File: config.mk
export PLATFORM = sky130hd
export DESIGN_NAME = dips_wheel
export DESIGN_NICKNAME = d
export VERILOG_FILES = /design/src/dips_pkg.sv /design/src/dips_wheel.sv
export SDC_FILE = /design/constraint.sdc
export NUM_CORES = 2
export LEC_CHECK = 0
export ABC_AREA = 1
export ABC_CLOCK_PERIOD_IN_PS = 13700
export BUFFER_PORTS_ARGS = -buffer_cell sky130_fd_sc_hd__buf_2
export CORE_ASPECT_RATIO = 0.75
export CORE_MARGIN = 10
export CORE_UTILIZATION = 60
export CTS_CLUSTER_DIAMETER = 40
export CTS_CLUSTER_SIZE = 20
export DETAILED_ROUTE_END_ITERATION = 8
export GPL_TIMING_DRIVEN = 0
export PLACE_DENSITY = 0.78
export RECOVER_POWER = 25
export SYNTH_ARGS = -nofsm -noshare
export SYNTH_HDL_FRONTEND = slang
export SYNTH_SLANG_ARGS = --single-unit
File: constraint.sdc
create_clock -name clk -period 13.7 [get_ports clk]
set_input_delay 0 -clock clk [delete_from_list [all_inputs] [get_ports clk]]
set_output_delay 0 -clock clk [all_outputs]
set_load 0.1 [all_outputs]
File: src/dips_pkg.sv
package dips_pkg;

	// Fixed field widths
	localparam int GAIN_W  = 16;
	localparam int LIM_W   = 31;
	localparam int ADJ_W   = 22;
	localparam int DRIVE_W = 32;

	// Configuration port
	localparam int DATA_W = 32;
	localparam int ADDR_W = 5;

	// Parameter defaults
	localparam int FRAC_BITS_DEF  = 10;
	localparam int SPEED_BITS_DEF = 16;
	localparam int SUM_BITS_DEF   = 48;

	// Register reset values
	localparam logic [GAIN_W-1:0] PROP_GAIN_RST  = 16'd3584;
	localparam logic [GAIN_W-1:0] INTEG_GAIN_RST = 16'd20;
	localparam logic [GAIN_W-1:0] DERIV_GAIN_RST = 16'd12288;
	localparam logic [LIM_W-1:0]  SUM_LIMIT_RST  = 31'd3584000;

	// Register index (byte address / 4)
	typedef enum logic [2:0] {
		REG_PROP_GAIN    = 3'd0,
		REG_INTEG_GAIN   = 3'd1,
		REG_DERIV_GAIN   = 3'd2,
		REG_SUM_LIMIT    = 3'd3,
		REG_LEFT_ENABLE  = 3'd4,
		REG_RIGHT_ENABLE = 3'd5
	} dips_reg_t;

	typedef struct packed {
		logic [GAIN_W-1:0] prop_gain;
		logic [GAIN_W-1:0] integ_gain;
		logic [GAIN_W-1:0] deriv_gain;
		logic [LIM_W-1:0]  sum_limit;
		logic              left_enable;
		logic              right_enable;
	} dips_cfg_t;

	// Load strobes, one per pipeline stage
	typedef struct packed {
		logic s1;
		logic s2;
		logic s3;
		logic s4;
		logic out;
	} dips_adv_t;

endpackage

File: src/dips_wheel.sv
module dips_wheel #(
	parameter int FRAC_BITS  = dips_pkg::FRAC_BITS_DEF,
	parameter int SPEED_BITS = dips_pkg::SPEED_BITS_DEF,
	parameter int SUM_BITS   = dips_pkg::SUM_BITS_DEF
) (
	input  logic                                clk,
	input  logic                                arst_n,
	input  dips_pkg::dips_adv_t                 adv,
	input  dips_pkg::dips_cfg_t                 cfg,
	input  logic                                en,
	input  logic signed [SPEED_BITS-1:0]        target,
	input  logic signed [SPEED_BITS-1:0]        measured,
	input  logic signed [dips_pkg::DRIVE_W-1:0] drive_in,
	output logic signed [dips_pkg::ADJ_W-1:0]   adjust,
	output logic signed [dips_pkg::DRIVE_W-1:0] drive_out
);
	import dips_pkg::*;

	localparam int ERR_W  = SPEED_BITS + 1;
	localparam int D1_W   = SPEED_BITS + 2;
	localparam int D2_W   = SPEED_BITS + 3;
	localparam int PROD_W = D2_W + GAIN_W + 1;
	localparam int INC_W  = PROD_W + 2;
	localparam int EXT_W  = ((SUM_BITS > INC_W) ? SUM_BITS : INC_W) + 1;

	// Stage 1: input register
	logic signed [SPEED_BITS-1:0] tgt_s1, meas_s1;
	logic signed [DRIVE_W-1:0]    drive_s1, drive_s2, drive_s3, drive_s4;

	// Error history
	logic signed [ERR_W-1:0] e1_q, e2_q;
	logic signed [ERR_W-1:0] err;
	logic signed [D1_W-1:0]  d1;
	logic signed [D2_W-1:0]  d2;

	// Stage 2: products, stage 3: increment, stage 4: new sum
	logic signed [PROD_W-1:0]   p_s2, i_s2, d_s2;
	logic signed [INC_W-1:0]    inc_s3;
	logic signed [SUM_BITS-1:0] sum_q, sum_s4, sum_nxt;
	logic signed [EXT_W-1:0]    sum_wide;
	logic [EXT_W-SUM_BITS:0]    sum_hi;

	// Output stage
	logic signed [SUM_BITS-1:0] lim_pos, lim_neg, clamped, shifted;
	logic [SUM_BITS-ADJ_W:0]    adj_hi;
	logic signed [ADJ_W-1:0]    adj;
	logic signed [DRIVE_W:0]    drive_wide;
	logic signed [DRIVE_W-1:0]  drive_sat;
	logic signed [ADJ_W-1:0]    adjust_q;
	logic signed [DRIVE_W-1:0]  drive_q;

	assign adjust    = adjust_q;
	assign drive_out = drive_q;

	// Hold the accepted request
	always_ff @(posedge clk) begin
		if (adv.s1) begin
			tgt_s1   <= target;
			meas_s1  <= measured;
			drive_s1 <= drive_in;
		end
	end

	// Error and its first and second differences
	always_comb begin
		err = ERR_W'(meas_s1) - ERR_W'(tgt_s1);
		d1  = D1_W'(err) - D1_W'(e1_q);
		d2  = D2_W'(err) - (D2_W'(e1_q) <<< 1) + D2_W'(e2_q);
	end

	// Shift error history; clear it while disabled
	always_ff @(posedge clk or negedge arst_n) begin
		if (!arst_n) begin
			e1_q <= '0;
			e2_q <= '0;
		end else if (adv.s2) begin
			if (en) begin
				e1_q <= err;
				e2_q <= e1_q;
			end else begin
				e1_q <= '0;
				e2_q <= '0;
			end
		end
	end

	// Gain products
	always_ff @(posedge clk) begin
		if (adv.s2) begin
			p_s2     <= $signed({1'b0, cfg.prop_gain}) * d1;
			i_s2     <= $signed({1'b0, cfg.integ_gain}) * err;
			d_s2     <= $signed({1'b0, cfg.deriv_gain}) * d2;
			drive_s2 <= drive_s1;
		end
	end

	// Sum the three terms
	always_ff @(posedge clk) begin
		if (adv.s3) begin
			inc_s3   <= INC_W'(p_s2) + INC_W'(i_s2) + INC_W'(d_s2);
			drive_s3 <= drive_s2;
		end
	end

	// Saturating accumulate
	always_comb begin
		sum_wide = EXT_W'(sum_q) + EXT_W'(inc_s3);
		sum_hi   = sum_wide[EXT_W-1:SUM_BITS-1];
		if ((&sum_hi) || !(|sum_hi)) begin
			sum_nxt = sum_wide[SUM_BITS-1:0];
		end else if (sum_wide[EXT_W-1]) begin
			sum_nxt = {1'b1, {(SUM_BITS-1){1'b0}}};
		end else begin
			sum_nxt = {1'b0, {(SUM_BITS-1){1'b1}}};
		end
	end

	always_ff @(posedge clk or negedge arst_n) begin
		if (!arst_n) begin
			sum_q <= '0;
		end else if (adv.s4) begin
			sum_q <= en ? sum_nxt : '0;
		end
	end

	always_ff @(posedge clk) begin
		if (adv.s4) begin
			sum_s4   <= en ? sum_nxt : '0;
			drive_s4 <= drive_s3;
		end
	end

	// Clamp, floor shift, saturate, add to drive
	always_comb begin
		lim_pos = $signed({{(SUM_BITS-LIM_W){1'b0}}, cfg.sum_limit});
		lim_neg = -lim_pos;
		if (sum_s4 > lim_pos) begin
			clamped = lim_pos;
		end else if (sum_s4 < lim_neg) begin
			clamped = lim_neg;
		end else begin
			clamped = sum_s4;
		end
		shifted = clamped >>> FRAC_BITS;
		adj_hi  = shifted[SUM_BITS-1:ADJ_W-1];
		if ((&adj_hi) || !(|adj_hi)) begin
			adj = shifted[ADJ_W-1:0];
		end else if (shifted[SUM_BITS-1]) begin
			adj = {1'b1, {(ADJ_W-1){1'b0}}};
		end else begin
			adj = {1'b0, {(ADJ_W-1){1'b1}}};
		end
		drive_wide = (DRIVE_W+1)'(drive_s4) + (DRIVE_W+1)'(adj);
		if (drive_wide[DRIVE_W] == drive_wide[DRIVE_W-1]) begin
			drive_sat = drive_wide[DRIVE_W-1:0];
		end else if (drive_wide[DRIVE_W]) begin
			drive_sat = {1'b1, {(DRIVE_W-1){1'b0}}};
		end else begin
			drive_sat = {1'b0, {(DRIVE_W-1){1'b1}}};
		end
	end

	always_ff @(posedge clk) begin
		if (adv.out) begin
			adjust_q <= adj;
			drive_q  <= drive_sat;
		end
	end

endmodule
==> summary.md <==
| Metric | Value |
|---|---|
| Status | `finished, violations left` |
| Failing checks | `max-capacitance violations, max-slew violations` |
| Port bufs | `188` |
| Final GP Congestion | `1.03` |
| Clock Skew | `0.0618 ns` |
| Vias per cell | `5.64` |
| Hold Crit Class | `in -> reg` |
| Leading area contributor after synthesis | `fa_1` |
| First-pass DRT Iterations | `8` |
| Flop2flop setup slack | `1.19 ns` |
| Total grt overflow | `0` |
| Fin crit period | `12.51 ns` |
| Setup Crit Path Kind | `reg -> reg` |
| CP arrival | `12.85 ns` |
| WL/cell | `20.3 microns` |
| Post-route ant nets | `0` |
| Mapped cell area | `60700 sq um` |
| CTS tree | `done` |
| Hpwl dp | `143 mm` |
| Post-CTS Resized | `0` |
| Die area | `114000 sq um` |
| Final Non-Filler Cells | `8569` |
| Pins Over Slew Limit | `179` |
| Count leader, synth | `inv_1` |
| Clk sink count | `486` |
| Max-Slew Margin vs Limit | `-183%` |
| Die height | `296 microns` |
| Ports | `207` |
| Area delta synth->final | `8.97%` |
| Top-area cell type share of the netlist area | `28.4%` |
| Worst-path clk slew | `0.07 ns` |
| Setup TNS | `0 ns` |
| Synthesized flop and latch total | `486` |
| Critical Path RT | `14.05 ns` |
| Synth warn | `0` |
| Max_cap viols | `4` |
| Crit path buffers/inverters | `8` |
| Initial Util | `60.8%` |
| EDFF count, synth | `404` |
| # H-tree levels | `2` |
| Core Box Area | `99800 sq um` |
| Most instantiated cells after synthesis | `inv_1 (1451), nand2_1 (1270), fa_1 (861)` |
| NumNets Final | `8766` |
| CP top delay family | `adder cells` |
| Post-synth cell types | `58` |
| Tcrit/Tclk final | `91.3%` |
| Number of global-route vias before repair | `49300` |
| Initial antenna violation count | `7` |
| Placed Cells | `8380` |
| Final hold violation count | `0` |
| Final WL | `174 mm` |
| Vias | `48300` |
| Worst Hold Launch | `cfg[49]` |
| Unrepaired setup endpoints after global routing | `false` |
| Top cells by area, synth | `fa_1 (28%), edfxtp_1 (20%), ha_1 (11%), inv_1 (9.0%), nand2_1 (7.8%)` |
| Post-Syn Area per Cell | `8.85 sq um` |
| CP max FO | `11` |
| Crit. End Element | `flop` |
| Largest net degree at the start of global routing | `107` |
| Share of cells above drive strength 1 | `6.02%` |
| Max incr delay on CP | `0.71 ns` |
| Clock Latency Late Sink | `0.64 ns` |
| Root buffer cell | `clkbuf_16` |
| Most used DFF post-synth | `edfxtp_1` |
| Post-Layout Inst Area | `66200 sq um` |
| Endpoints failing setup | `0` |
| Async set-reset flop share out of synthesis | `16.9%` |
| R2R Path Start | `tgt_s1[0]` |
| Critical Path Start | `tgt_s1[0]` |
| Critical path's slowest cell | `buf_1` |
| Residual DRC count | `0` |
| Critical Path Start Type | `flop` |
| Clock Tree Buf Depth | `3` |
| Die X | `387 microns` |
| DRT iter0 DRCs | `4923` |
| Total track usage | `30.6%` |
| Core Rows | `100` |
| First-pass GRT wire length | `276 mm` |
| Net count after synthesis | `8431` |
| Sequential-to-total area share from yosys stat | `23.4%` |
| Hold_ws | `0.0441 ns` |
| Max Freq | `80.0 MHz` |
| Worst Tran Pin Value | `4.24 ns` |
| Dpl cell area | `63500 sq um` |
| Syn Inst Count | `6861` |
| CTS buffer count | `51` |
layer usage:
layer,global-route usage (%),share of wire (%),vias up
li1,-,-,22000
met4,8.81,3.3,0
met5,0,0,-
met1,43.1,42,23600
met3,6.96,10,337
met2,47.6,44,2389
logic make-up after synthesis:
logic type / Yosys count / synth area share [%]
buffers and inverters: 1653 / 10.5
and+or+nand+nor: 2318 / 15.8
DFF: 486 / 23.4
xor gates and xnor gates: 263 / 3.82
AOI/OAI and AO/OA: 724 / 6.74
adders and majority gates: 1417 / 39.8
cell usage in the layout (no fill, tap or decap), drive strengths merged, types with 2 or more instances in the layout:
cell type | synthesis | layout
a211oi | 4 | 4
a21boi | 19 | 19
a21o | 24 | 24
a21oi | 327 | 327
a221oi | 9 | 9
a31oi | 37 | 37
and3 | 4 | 4
buf | 52 | 217
clkbuf | 106 | 187
clkinv | 30 | 49
dfrtp | 82 | 82
diode | 0 | 6
dlygate4sd3 | 0 | 89
edfxtp | 404 | 404
fa | 861 | 861
ha | 556 | 556
inv | 1465 | 1485
nand2 | 1277 | 1277
nand3 | 234 | 234
nand3b | 13 | 13
nand4 | 34 | 34
nor2 | 638 | 638
nor3 | 44 | 44
nor3b | 2 | 2
nor4 | 11 | 11
o211ai | 7 | 7
o21a | 15 | 15
o21ai | 211 | 211
o21bai | 18 | 18
o221ai | 9 | 9
o22ai | 34 | 34
o31ai | 5 | 5
o41ai | 3 | 3
or2 | 58 | 58
xnor2 | 94 | 94
xor2 | 169 | 169
state kept, by name, indices dropped and copies added, names as in the netlist, 17 cells and up:
register   flops
i_s2          34
drive_s2      32
e2_q          17
drive_s4      32
d_s2          36
adjust        22
drive_s3      32
p_s2          35
drive_s1      32
sum_q         48
inc_s3        37
sum_s4        48
e1_q          17
drive_out     32
through the flow:
step	worst slack, ns	utilization (%)
floorplan	4.06	-
global placement	1.82	63.4
detailed placement	1.45	63.6
CTS	1.47	66.3
global route	0.512	66.3
finish	1.19	66.3
tightest hold or removal path: stages:
cell and delay, ns:
buf_2 0.12, inv_1 0.13, nor2_1 0.16, ha_1 0.15
area by class of cell:
class	count	area [sq um]
tap	1326	1660
timing repair buffer	282	1910
sequential	486	14200
fill	8141	33700
clock buffer	53	1280
multi-input combinational	4722	40200
inverter	1495	5610
antenna	6	15.0
buffer	158	741
clock inverter	41	553
final timing paths:
path                               endpoint  cells past startpoint
worst max register to register     d_s2[35]                     42
max in group asynchronous         sum_q[11]                      4
worst min-delay path                i_s2[2]                      4
worst min register to register  drive_s4[0]                      0
worst max-delay path               d_s2[35]                     42
min in group asynchronous         sum_q[41]                      4
what timing repair did:
item	CTS	global route
setup buffers	0	0
endpoints found under the hold margin	229	0
hold buffers	89	0
Power is left out: the tool's default activity adds up to more than one toggle a clock period on the data nets, which glitch-free logic cannot reach.
