[config.mk]
export PLATFORM = sky130hd
export DESIGN_NAME = dips_cfg
export DESIGN_NICKNAME = d
export VERILOG_FILES = /design/src/dips_pkg.sv /design/src/dips_cfg.sv
export SDC_FILE = /design/constraint.sdc
export NUM_CORES = 1
export LEC_CHECK = 0
export BUFFER_PORTS_ARGS = -buffer_cell sky130_fd_sc_hd__buf_2
export CELL_PAD_IN_SITES_DETAIL_PLACEMENT = 0
export CELL_PAD_IN_SITES_GLOBAL_PLACEMENT = 1
export CORE_MARGIN = 2
export CORE_UTILIZATION = 42
export CTS_BUF_LIST = sky130_fd_sc_hd__clkbuf_8
export DETAILED_ROUTE_END_ITERATION = 6
export PLACE_DENSITY = 0.95
export SYNTH_ARGS = -nofsm -noshare
export SYNTH_HDL_FRONTEND = slang
export SYNTH_SLANG_ARGS = --single-unit
[constraint.sdc]
create_clock -name clk -period 3.5 [get_ports clk]
set_clock_uncertainty 0.1 [all_clocks]
set_input_delay 0.875 -clock clk [delete_from_list [all_inputs] [get_ports clk]]
set_output_delay 0.875 -clock clk [all_outputs]
set_load 0.01 [all_outputs]
[src/dips_pkg.sv]
package dips_pkg;

	// Fixed field widths
	localparam int GAIN_W  = 16;
	localparam int LIM_W   = 31;
	localparam int ADJ_W   = 22;
	localparam int DRIVE_W = 32;

	// Configuration port
	localparam int DATA_W = 32;
	localparam int ADDR_W = 5;

	// Parameter defaults
	localparam int FRAC_BITS_DEF  = 10;
	localparam int SPEED_BITS_DEF = 16;
	localparam int SUM_BITS_DEF   = 48;

	// Register reset values
	localparam logic [GAIN_W-1:0] PROP_GAIN_RST  = 16'd3584;
	localparam logic [GAIN_W-1:0] INTEG_GAIN_RST = 16'd20;
	localparam logic [GAIN_W-1:0] DERIV_GAIN_RST = 16'd12288;
	localparam logic [LIM_W-1:0]  SUM_LIMIT_RST  = 31'd3584000;

	// Register index (byte address / 4)
	typedef enum logic [2:0] {
		REG_PROP_GAIN    = 3'd0,
		REG_INTEG_GAIN   = 3'd1,
		REG_DERIV_GAIN   = 3'd2,
		REG_SUM_LIMIT    = 3'd3,
		REG_LEFT_ENABLE  = 3'd4,
		REG_RIGHT_ENABLE = 3'd5
	} dips_reg_t;

	typedef struct packed {
		logic [GAIN_W-1:0] prop_gain;
		logic [GAIN_W-1:0] integ_gain;
		logic [GAIN_W-1:0] deriv_gain;
		logic [LIM_W-1:0]  sum_limit;
		logic              left_enable;
		logic              right_enable;
	} dips_cfg_t;

	// Load strobes, one per pipeline stage
	typedef struct packed {
		logic s1;
		logic s2;
		logic s3;
		logic s4;
		logic out;
	} dips_adv_t;

endpackage

[src/dips_cfg.sv]
module dips_cfg (
	input  logic                        clk,
	input  logic                        arst_n,
	input  logic                        psel,
	input  logic                        penable,
	input  logic                        pwrite,
	input  logic [dips_pkg::ADDR_W-1:0] paddr,
	input  logic [dips_pkg::DATA_W-1:0] pwdata,
	output logic [dips_pkg::DATA_W-1:0] prdata,
	output logic                        pready,
	output dips_pkg::dips_cfg_t         cfg
);
	import dips_pkg::*;

	dips_cfg_t cfg_q;
	dips_reg_t idx;
	logic      wr_en;

	assign idx    = dips_reg_t'(paddr[ADDR_W-1:2]);
	assign wr_en  = psel & penable & pwrite;
	assign pready = 1'b1;
	assign cfg    = cfg_q;

	// Write registers on the access cycle
	always_ff @(posedge clk or negedge arst_n) begin
		if (!arst_n) begin
			cfg_q.prop_gain    <= PROP_GAIN_RST;
			cfg_q.integ_gain   <= INTEG_GAIN_RST;
			cfg_q.deriv_gain   <= DERIV_GAIN_RST;
			cfg_q.sum_limit    <= SUM_LIMIT_RST;
			cfg_q.left_enable  <= 1'b1;
			cfg_q.right_enable <= 1'b1;
		end else if (wr_en) begin
			case (idx)
				REG_PROP_GAIN:    cfg_q.prop_gain    <= pwdata[GAIN_W-1:0];
				REG_INTEG_GAIN:   cfg_q.integ_gain   <= pwdata[GAIN_W-1:0];
				REG_DERIV_GAIN:   cfg_q.deriv_gain   <= pwdata[GAIN_W-1:0];
				REG_SUM_LIMIT:    cfg_q.sum_limit    <= pwdata[LIM_W-1:0];
				REG_LEFT_ENABLE:  cfg_q.left_enable  <= pwdata[0];
				REG_RIGHT_ENABLE: cfg_q.right_enable <= pwdata[0];
				default:          ;
			endcase
		end
	end

	// Read back; unaligned addresses read zero
	always_comb begin
		prdata = '0;
		if (paddr[1:0] == 2'b00) begin
			case (idx)
				REG_PROP_GAIN:    prdata = DATA_W'(cfg_q.prop_gain);
				REG_INTEG_GAIN:   prdata = DATA_W'(cfg_q.integ_gain);
				REG_DERIV_GAIN:   prdata = DATA_W'(cfg_q.deriv_gain);
				REG_SUM_LIMIT:    prdata = DATA_W'(cfg_q.sum_limit);
				REG_LEFT_ENABLE:  prdata = DATA_W'(cfg_q.left_enable);
				REG_RIGHT_ENABLE: prdata = DATA_W'(cfg_q.right_enable);
				default:          prdata = '0;
			endcase
		end
	end

endmodule

==> flow_metrics.py, run 1 <==
metrics = {
    "run_status": {
        "outcome": "completed",
    },
    "logic_synthesis": {
        "synth_area_leaders": "dfrtp_1 43%, mux2_2 21%, dfstp_2 11%",
        "synth_compound_area_frac": 0.00231,
        "yosysMostFrequentCell": "mux2_2",
        "synth_cells": 243,
        "synth.distinct_cells": 27,
        "synth_seq_cells": 81,
        "synth_top_family_by_area": "multiplexers",
        "yosys.area.top_type": "dfrtp_1",
        "synth_ff_type": "dfrtp_1",
        "synth_adder_area_share": 0,
        "syn_nets": 285,
        "async_reset_ff_frac": 1.00,
        "synth.top_cell.area_share": 0.428,
        "synth_xor_xnor_area_share": 0,
        "syn_avg_cell_area_um2": 15.6,
        "synth_mux_area_frac": 0.347,
        "yosys_warnings": 0,
        "synth-edff-count": 0,
        "syn_area_um2": 3800,
        "synth_common_cells": "71 x mux2_2, 65 x dfrtp_1, 16 x dfstp_2",
        "ys_seq_area_frac": 0.539,
        "synthSimpleGateAreaFrac": 0.0821,
    },
    "final_layout": {
        "drive_above_1_share": 0.729,
        "fin_util": 0.564,
        "largest_reg_flops": 81,
        "diodes": 0,
        "stdcell_count": 514,
        "finalNetCount": 443,
        "area_growth_pct": 30.1,
        "fin_area_um2": 4940,
    },
    "power_and_ir_drop": {
        "pwr-share-clk": 0.284,
        "seq_power_share": 0.473,
        "switching_share": 0.283,
        "powerDensity_nw_per_um2": 549,
        "p_leak_nw": 2.53,
        "pwr-share-comb": 0.243,
        "ir_drop_mv": 0.234,
        "p_switching_uw": 767,
        "power.total_mw": 2.71,
        "p_int_mw": 1.94,
    },
    "timing": {
        "holdWs_ns": 0.424,
        "setup_ws_ns": 0.360,
        "slew_headroom": 0.325,
        "setup_viol": 0,
        "timing.setup.tns_ns": 0,
        "worst_pin_slew_ns": 1.01,
        "fmax_mhz": 318,
        "rsz0062_at_grt": "no",
        "maxSlewViolCount": 0,
        "period_minus_slack_ns": 3.14,
        "hold_viol_final": 0,
        "timing.final.crit_share": 0.897,
    },
    "grt": {
        "grt_max_degree": 82,
        "grt_overflow_total": 0,
        "grt_use_total": 0.186,
        "antenna_found_initial": 0,
        "grt_pass1_wl_um": 14300,
        "grt_pass1_vias": 2777,
    },
    "floorplan": {
        "coreArea_um2": 8760,
        "start_util": 0.433,
        "die_h_um": 99.1,
        "io-pin-count": 156,
        "dieWidth_um": 99.1,
        "die-area_um2": 9810,
        "row_count": 34,
    },
    "clock_tree": {
        "cts_tree": "done",
        "clk_latency_ns": 0.34,
        "cts_buffers": 9,
        "cts_setup_buffers": 0,
        "clock_path_buffers": 2,
        "clkSinkCount": 81,
        "clk_root_buffer_cell": "clkbuf_8",
        "cts_resized": 0,
        "clk_pin_slew_ns": 0.08,
        "h-tree-depth": 3,
        "postCtsHoldBufs": 0,
    },
    "placed_design": {
        "place_ws_ns": 0.352,
        "gp_congestion": 0.732,
        "dp_hpwl_um": 6300,
        "dp_cells": 498,
        "port_buffers": 152,
        "place_area_um2": 4710,
    },
    "critical_path": {
        "start_kind": "primary input",
        "reg2reg_from": "cfg[7]$_DFFE_PN0P_",
        "cp-startpoint": "paddr[3]",
        "cp.arrival_ns": 2.16,
        "required_ns": 2.52,
        "rrSetupSlack_ns": 2.60,
        "crit_path_end_kind": "primary output",
        "r2r_end": "cfg[7]$_DFFE_PN0P_",
        "reg2reg_depth": 1,
        "endpoint": "prdata[0]",
        "crit_path_max_fanout": 13,
        "path_class": "primary input to primary output",
    },
    "run": {
        "maxCapViolCount": 0,
    },
    "drt": {
        "wire_per_inst_um": 17.4,
        "antenna_left": 0,
        "vias_per_cell": 5.15,
        "route.detailed.drc": 0,
        "first_pass_iters": 4,
        "drtIter0Drc": 55,
        "wirelength_um": 8940,
        "vias": 2649,
    },
    "worst_hold_path": {
        "hold_path.class": "register to register",
    },
}
## worst min-delay path by stage
stage | cells after the start | to | startpoint
global route | 1 | cfg[4]$_DFFE_PN0P_ | cfg[4]$_DFFE_PN0P_
finish | 1 | cfg[31]$_DFFE_PN0P_ | cfg[31]$_DFFE_PN0P_
global placement | 1 | cfg[25]$_DFFE_PN0P_ | cfg[25]$_DFFE_PN0P_
detailed placement | 1 | cfg[32]$_DFFE_PN0P_ | cfg[32]$_DFFE_PN0P_
floorplan | 1 | cfg[18]$_DFFE_PN0P_ | cfg[18]$_DFFE_PN0P_
CTS | 1 | cfg[4]$_DFFE_PN0P_ | cfg[4]$_DFFE_PN0P_
## layout make-up
cell class / instances / area, um2
Fill cell: 761 / 3820
Clock buffer: 10 / 138
Sequential cell: 81 / 2050
Timing Repair Buffer: 162 / 876
Clock inverter: 6 / 91.3
Tap cell: 108 / 135
Multi-Input combinational cell: 147 / 1650
## metal layers
metal	share of wire	global-route usage	vias up
met5	0	0	-
met4	0.012	0.0611	0
met3	0.062	0.0355	10
met2	0.49	0.302	97
met1	0.43	0.253	1355
li1	-	-	1187
## cell usage in the layout (no fill, tap or decap)
cell	n
clkbuf_8	10
buf_4	8
nor2_1	2
mux4_2	15
mux2_2	71
nand2_1	1
o221ai_1	1
bufinv_16	2
nor2_4	1
or3_4	1
nor3_1	1
and2_1	15
conb_1	2
dfrtp_1	65
clkinv_4	3
nand4b_4	1
mux2i_1	3
nor3b_4	1
nor2b_1	15
nor2_2	1
mux2_4	10
nand4_1	1
or4_1	2
or3_1	1
buf_2	151
clkinv_2	1
nand2b_1	1
buf_12	3
dfstp_2	16
or4b_2	1
## power groups by stage
stage                     combinational, mW  clock, mW  sequential (mW)
after CTS                             0.672      0.799             1.28
after global routing                  0.713      0.837             1.31
final                                 0.659      0.771             1.28
after detailed placement              0.671          0             1.30
after global placement                0.654          0             1.28
after floorplan                       0.286          0             1.36
## cell families after synthesis
group,count (synthesis)
other,2
flip-flops,81
AND/OR/NAND/NOR,45
multiplexers,99
AO/OA/AOI/OAI,1
buffers and inverters,15
## critical path, cell delays in order
cell and delay, ns:
buf_2 0.29, or4b_2 0.61, o221ai_1 0.22, buf_2 0.17
No activity file was read; power rests on OpenSTA's default activity.
==> inputs of run 2 (changes only) <==
- BUFFER_PORTS_ARGS: -buffer_cell sky130_fd_sc_hd__buf_2 -> -buffer_cell sky130_fd_sc_hd__buf_4
==> run 2 against run 1 <==
Net effect:
- final area is 5.1% higher
- combinational power is 16% higher
- first-iteration DRC count is 49% lower
- total power is 2.6% lower
- sequential cell count stayed put
- core utilization is 2.9 points higher
- critical path depth stayed put
- worst hold slack better by 0.0050 ns
- sequential share of layout area is 2.0 points lower
- sequential power hardly changed
- via count is 1.0% lower
- non-clock buffer count is 5 lower
==> flow_metrics.py, run 2 (synthesis gave the netlist of run 1 again) <==
metrics = {
    "grt": {
        "grt_overflow_total": 0,
        "grt_max_degree": 82,
        "grt_pass1_wl_um": 14200,
        "grt_pass1_vias": 2738,
        "antenna_found_initial": 0,
        "grt_use_total": 0.184,
    },
    "floorplan": {
        "row_count": 34,
        "die_h_um": 99.1,
        "dieWidth_um": 99.1,
        "coreArea_um2": 8760,
        "die-area_um2": 9810,
        "start_util": 0.433,
        "io-pin-count": 156,
    },
    "final_layout": {
        "diodes": 0,
        "drive_above_1_share": 0.718,
        "regArea_um2": 2050,
        "largest_reg_flops": 81,
        "multi_input_area_um2": 1650,
        "finalNetCount": 438,
        "n_fill_cell": 704,
        "area_growth_pct": 36.8,
        "final_common_cell": "buf_4",
        "stdcell_count": 509,
        "fin_area_um2": 5190,
        "final_cell_mix": "156 x buf_4, 71 x mux2_2, 65 x dfrtp_1, 16 x dfstp_2",
    },
    "clock_tree": {
        "clkSinkCount": 81,
        "clk_latency_ns": 0.33,
        "clk_root_buffer_cell": "clkbuf_8",
        "h-tree-depth": 3,
        "clk_pin_slew_ns": 0.07,
        "cts_setup_buffers": 0,
        "cts_buffers": 9,
        "cts_resized": 0,
        "postCtsHoldBufs": 0,
        "cts_tree": "done",
        "clock_path_buffers": 2,
    },
    "critical_path": {
        "rrSetupSlack_ns": 2.59,
        "critPathMaxStageDelay_ns": 0.63,
        "cp.arrival_ns": 2.23,
        "path_class": "primary input to primary output",
        "crit_path_end_kind": "primary output",
        "start_kind": "primary input",
        "crit_chain": "buf_4 > or4b_2 > o221ai_1 > buf_4",
        "slowest_stage": "or4b_2",
        "required_ns": 2.52,
        "path_delay_family": "simple AND/OR/NAND/NOR gates",
        "crit_path_max_fanout": 22,
        "cp_num_buf_inv": 2,
        "crit_top_cell": "buf_4",
    },
    "drt": {
        "top_layer": "met4",
        "wirelength_um": 8940,
        "wire_per_inst_um": 17.6,
        "vias_per_cell": 5.15,
        "met3RoutedLength_um": 594,
        "first_pass_iters": 4,
        "antenna_left": 0,
        "dr_wl_met2_um": 4370,
        "vias": 2622,
        "routedLengthMet1_um": 3870,
        "route.detailed.drc": 0,
        "drtIter0Drc": 28,
    },
    "placed_design": {
        "dp_hpwl_um": 6260,
        "port_buffers": 152,
        "dp_cells": 493,
        "gp_congestion": 0.749,
        "place_area_um2": 5030,
    },
    "timing": {
        "timing.setup.tns_ns": 0,
        "timing.final.crit_share": 0.916,
        "maxSlewViolCount": 0,
        "rsz0062_at_grt": "no",
        "hold_viol_final": 0,
        "slew_headroom": 0.267,
        "period_minus_slack_ns": 3.21,
        "setup_viol": 0,
        "holdWs_ns": 0.429,
        "fmax_mhz": 312,
        "worst_pin_slew_ns": 1.10,
    },
    "power_and_ir_drop": {
        "seq_power_share": 0.489,
        "ir_drop_mv": 0.231,
        "pwr-share-clk": 0.221,
        "p_switching_uw": 746,
        "pwr-share-comb": 0.290,
        "p_leak_nw": 2.54,
        "switching_share": 0.282,
        "power.total_mw": 2.64,
        "p_int_mw": 1.89,
        "powerDensity_nw_per_um2": 509,
    },
    "run": {
        "maxCapViolCount": 0,
    },
    "run_status": {
        "outcome": "completed",
    },
    "worst_hold_path": {
        "hold_path.class": "register to register",
    },
}
[run 2: cell types whose count changed in the layout (fill, tap and decap cells not counted), sizes merged]
cell      delta
buf          -5
bufinv       -2
clkinv       -2
clkinvlp     +1
inv          +3
[run 2: final timing paths]
| kind | start | to | cells after the start |
|---|---|---|---|
| max | paddr[3] | prdata[0] | 4 |
| min reg2reg | cfg[25]$_DFFE_PN0P_ | cfg[25]$_DFFE_PN0P_ | 1 |
| min in group asynchronous | arst_n | cfg[72]$_DFFE_PN0P_ | 1 |
| min | cfg[25]$_DFFE_PN0P_ | cfg[25]$_DFFE_PN0P_ | 1 |
| max in group asynchronous | arst_n | cfg[24]$_DFFE_PN0P_ | 1 |
| max reg2reg | cfg[65]$_DFFE_PN0P_ | cfg[65]$_DFFE_PN0P_ | 1 |
[run 2: metrics by stage]
stage	util	setup slack, ns
6_report	0.593	0.293
5_1_grt	0.593	0.222
4_1_cts	0.593	0.293
3_5_place_dp	0.574	0.298
3_3_place_gp	0.574	0.339
2_1_floorplan	-	0.609
[run 2: metal layers]
layer  track usage  vias up
li1              -     1186
met1         0.244     1317
met2         0.305      108
met3        0.0461       11
met4        0.0485        0
met5             0        -
[run 2: final cells by class]
| cell class | count | share of cell area |
|---|---|---|
| Multi-Input combinational cell | 147 | 0.318 |
| Sequential cell | 81 | 0.394 |
| Clock inverter | 6 | 0.00554 |
| Tap cell | 108 | 0.0260 |
| Timing Repair Buffer | 157 | 0.229 |
| Clock buffer | 10 | 0.0265 |
[run 2: power by group through the flow]
stage               logic (mW)  registers (mW)  clock network, mW
detailed placement       0.778            1.31                  0
CTS                      0.779            1.29              0.604
floorplan                0.286            1.36                  0
global placement         0.760            1.30                  0
global route             0.822            1.32              0.648
finish                   0.766            1.29              0.583
